==> config.mk <==
export PLATFORM = sky130hd
export DESIGN_NAME = cba_cell
export DESIGN_NICKNAME = d
export VERILOG_FILES = /design/src/rtl/core/cba_pkg.sv /design/src/rtl/core/cba_cell.sv
export SDC_FILE = /design/constraint.sdc
export NUM_CORES = 1
export LEC_CHECK = 0
export ABC_CLOCK_PERIOD_IN_PS = 5000
export BUFFER_PORTS_ARGS = -buffer_cell sky130_fd_sc_hd__buf_2
export CAP_MARGIN = 5
export CORE_AREA = 2 2 85 87
export CTS_BUF_LIST = sky130_fd_sc_hd__clkbuf_8
export DETAILED_ROUTE_END_ITERATION = 10
export DIE_AREA = 0 0 87 89
export MAX_ROUTING_LAYER = met4
export PLACE_DENSITY = 0.83
export RECOVER_POWER = 100
export SYNTH_ARGS = -nofsm -noshare
export SYNTH_HDL_FRONTEND = slang
export SYNTH_SLANG_ARGS = --single-unit
==> constraint.sdc <==
create_clock -name clk -period 5 [get_ports clk]
set_input_delay 0.25 -clock clk [delete_from_list [all_inputs] [get_ports clk]]
set_output_delay 0.25 -clock clk [all_outputs]
set_load 0.05 [all_outputs]
==> src/rtl/core/cba_pkg.sv <==
// Shared types and constants for the compacting bump allocator.
`default_nettype none
package cba_pkg;

    localparam int MAX_BLOCKS   = 32;
    localparam int HEADER_BYTES = 32;

    localparam int IDX_W  = $clog2(MAX_BLOCKS);
    localparam int LIVE_W = $clog2(MAX_BLOCKS + 1);

    localparam logic [26:0] HDR27       = 27'(HEADER_BYTES);
    localparam logic [24:0] POOL_RESET  = 25'd65536;

    localparam logic [1:0] OP_ALLOC    = 2'd0;
    localparam logic [1:0] OP_FREE     = 2'd1;
    localparam logic [1:0] OP_FREE_ALL = 2'd2;
    localparam logic [1:0] OP_SPARE    = 2'd3;

    localparam logic [1:0] ST_OK        = 2'd0;
    localparam logic [1:0] ST_NO_MEMORY = 2'd1;
    localparam logic [1:0] ST_NOT_ALLOC = 2'd2;
    localparam logic [1:0] ST_FULL      = 2'd3;

    typedef struct packed {
        logic [15:0] handle;
        logic [24:0] offset;
        logic [24:0] size;
    } entry_t;

    typedef struct packed {
        logic             wr_en;
        logic [IDX_W-1:0] wr_idx;
        entry_t           wr_entry;
        logic             shift_en;
        logic [IDX_W-1:0] shift_idx;
    } cell_ctl_t;

    typedef struct packed {
        logic [1:0]  operation;
        logic [15:0] handle;
        logic [24:0] request_bytes;
    } item_t;

    typedef struct packed {
        logic [1:0]  status;
        logic        is_relocation;
        logic [15:0] block_handle;
        logic [24:0] data_offset;
        logic [24:0] used_bytes;
        logic        last;
    } result_t;

endpackage
`default_nettype wire

==> src/rtl/core/cba_cell.sv <==
// One table slot: holds an entry, takes its upper neighbor's entry on a shift at or above the shift index.
`default_nettype none
module cba_cell (
    input  wire logic                    clk,
    input  wire logic [cba_pkg::IDX_W-1:0] cell_idx,
    input  wire cba_pkg::cell_ctl_t      ctl,
    input  wire cba_pkg::entry_t         shift_in,
    output cba_pkg::entry_t              entry
);
    import cba_pkg::*;

    entry_t entry_reg;
    entry_t entry_next;

    always_comb
    begin
        entry_next = entry_reg;
        if (ctl.shift_en && (cell_idx >= ctl.shift_idx))
        begin
            entry_next = shift_in;
        end
        else if (ctl.wr_en && (cell_idx == ctl.wr_idx))
        begin
            entry_next = ctl.wr_entry;
        end
    end

    always_ff @(posedge clk)
    begin
        entry_reg <= entry_next;
    end

    assign entry = entry_reg;

endmodule
`default_nettype wire

==> out/qor.csv <==
stage,metric,value,unit
setup_path,crit_required,5.07,ns
grt,antenna_found_initial,0,
floorplan,rows,30,
yosys,synth_top_family_by_area,multiplexers,
sta,relSlewSlack,-7.39,%
clock_tree,ctsHoldBuffers,0,
pwr,peakVddDrop,180,uV
floorplan,die_area,0.00774,sq mm
sta,slew_violations,67,
setup_path,critPathLaunchType,primary input,
yosys,synthAdderAreaFrac,2.03,%
clock_tree,cts.sinks,66,
routing,met2_length,3840,um
pwr,power_density,384,mW/mm^2
routing,viasPerCell,4.72,
layout,final_core_util,62.6,%
setup_path,critical_path_class,in -> reg,
yosys,syn_inst,164,
yosys,synthMuxAreaShare,27.6,%
routing,ant_nets,0,
place,post-dp-hpwl,5470,um
clock_tree,cts.path.max_buffers,2,
sta,worst_pin_slew,1.61,ns
sta,post-route-period-util,56.0,%
clock_tree,clk_pin_slew,0.07,ns
layout,final.fill_count,564,
routing,wl_met1,2560,um
routing,drcViolationCount,0,
yosys,netlist_area,0.00308,sq mm
routing,vias,2210,
sta,final_hold_viol_count,0,
floorplan,initial_core_util,45.9,%
outcome,status,"complete, but fails checks",
yosys,syn_nets,319,
sta,setup_viol,0,
floorplan,io_pins,216,
yosys,synth_cell_type_count,16,
yosys,netlist_top_cells_area,"edfxtp_1, mux2_4, mux2_2",
yosys,synthDominantAreaCellType,edfxtp_1,
yosys,synth-simple-area-share,1.02,%
yosys,synth-compound-area-share,1.02,%
clock_tree,cts_setup_buffers,0,
setup_path,cp.depth,7,
yosys,ys_top_cells_by_count,"edfxtp_1, mux2_2, mux2_4, ha_1, inv_1",
setup_path,cp_slowest_cell,clkbuf_2,
yosys,yosysMostFrequentCell,edfxtp_1,
yosys,yosys_warnings,0,
place,globalplace.congestion,0.858,
setup_path,crit_path_end,entry[12]$_DFFE_PP_,
sta,fin_crit,2.80,ns
grt,grt_max_degree,67,
yosys,synth-edff-count,66,
setup_path,critPathLaunch,cell_idx[2],
setup_path,worst_path_largest_cell_delay,1.21,ns
routing,drt-initial-drc-count,84,
grt,grt_pass1_wl,10400,um
routing,drtPass1Iterations,4,
yosys,ys_seq_area_share,64.3,%
layout,largest_reg_flops,66,
clock_tree,cts_root_buffer,clkbuf_8,
sta,finalSetupTns,0,ns
layout,drive_gt1_share,51.8,%
place,io_buffers,215,
job,drv_cap,1,
setup_path,path_cells,"clkbuf_1, ha_1, a21oi_1, o21ai_0, a41oi_4, clkbuf_2, mux2_2",
setup_path,crit_buf_inv,2,
pwr,leakage,1.76,nW
clock_tree,cts_tree,done,
yosys,syn_area_per_cell,18.8,sq um
sta,rsz0062_at_grt,false,
grt,grt_overflow,0,
clock_tree,htree_levels,3,
hold_path,hold_path.class,in -> reg,
routing,wirelength,7190,um
setup_path,cp.arrival,2.88,ns
grt,grt.total_usage,18.5,%
setup_path,crit_fanout,66,
floorplan,placeableCoreArea,0.00672,sq mm
yosys,netlist.area_leader.share,64.3,%
yosys,synth-xor-area-share,1.42,%
routing,top_layer,met4,
grt,grt_pass1_vias,2292,
yosys,ys.flop_type,edfxtp_1,
layout,diodes,0,
setup_path,critPathTopFamily,buffers and inverters,
setup_path,end_kind,flop,
sta,fmax,0.357,GHz
clock_tree,cts-buffers-inserted,9,
floorplan,dieHeight,89,um
clock_tree,ctsResizeCount,0,
yosys,synth_seq_cells,66,
routing,wl_met3,690,um
routing,avgRoutedWirePerCell,15.4,um
outcome,violations,"max-capacitance violations, max-slew violations",
floorplan,die_w,87,um
hold_path,min_from,shift_in[50],
yosys,async_flop_share,0,%
layout,syn2layout_area_growth,36.4,%
layout,fin_nets,540,
stage by stage:
step / setup WS (ns) / power, W / area (sq um) / hold slack (ns) / std cells
after global placement: 2.40 / 0.00126 / 4230 / 0.551 / 454
after floorplan: 1.87 / 0.00112 / 3080 / 0.467 / 164
after CTS: 2.67 / 0.00167 / 4400 / 0.198 / 468
after detailed placement: 2.30 / 0.00127 / 4230 / 0.553 / 454
after global routing: 1.98 / 0.00168 / 4200 / 0.191 / 468
final: 2.20 / 0.00161 / 4200 / 0.200 / 468
worst min path at each step:
stage / cells after the start / end / slack (ns)
after floorplan: 1 / entry[36]$_DFFE_PP_ / 0.47
after global placement: 2 / entry[39]$_DFFE_PP_ / 0.55
after detailed placement: 2 / entry[39]$_DFFE_PP_ / 0.55
after CTS: 2 / entry[39]$_DFFE_PP_ / 0.20
after global routing: 2 / entry[50]$_DFFE_PP_ / 0.19
final: 2 / entry[50]$_DFFE_PP_ / 0.20
power breakdown:
part / internal, W / switching, W
registers: 0.000704 / 0.0000188
clock network: 0.000219 / 0.000184
logic: 0.000125 / 0.000362
layout make-up:
type	instances	area, sq um	area share [%]
Inverter	5	18.8	0.446
Sequential cell	66	1980	47.1
Timing Repair Buffer	217	1000	23.9
Clock inverter	5	47.5	1.13
Clock buffer	9	124	2.95
Multi-Input combinational cell	86	927	22.1
Tap cell	80	100	2.38
metal layers:
| layer | track usage (%) | vias up |
|---|---|---|
| met3 | 6.83 | 10 |
| li1 | - | 1072 |
| met1 | 18.2 | 1000 |
| met2 | 33.4 | 128 |
| met4 | 6.53 | 0 |
| met5 | - | - |
cell usage in the layout (no fill, tap or decap), drive strengths merged:
cell,n
buf,149
clkbuf,77
edfxtp,66
mux2,66
inv,5
ha,5
xor2,4
clkinv,4
nor2b,2
nand2,2
a21oi,2
o21ai,1
a41oi,1
nor4,1
xnor2,1
nand3,1
bufinv,1
logic make-up after synthesis:
kind of cell,Yosys count
AOI/OAI and AO/OA,4
xor gates and xnor gates,5
adders and majority gates,5
buffers and inverters,12
DFF,66
muxes,66
and+or+nand+nor,6
(Power assumes the default switching activity.)
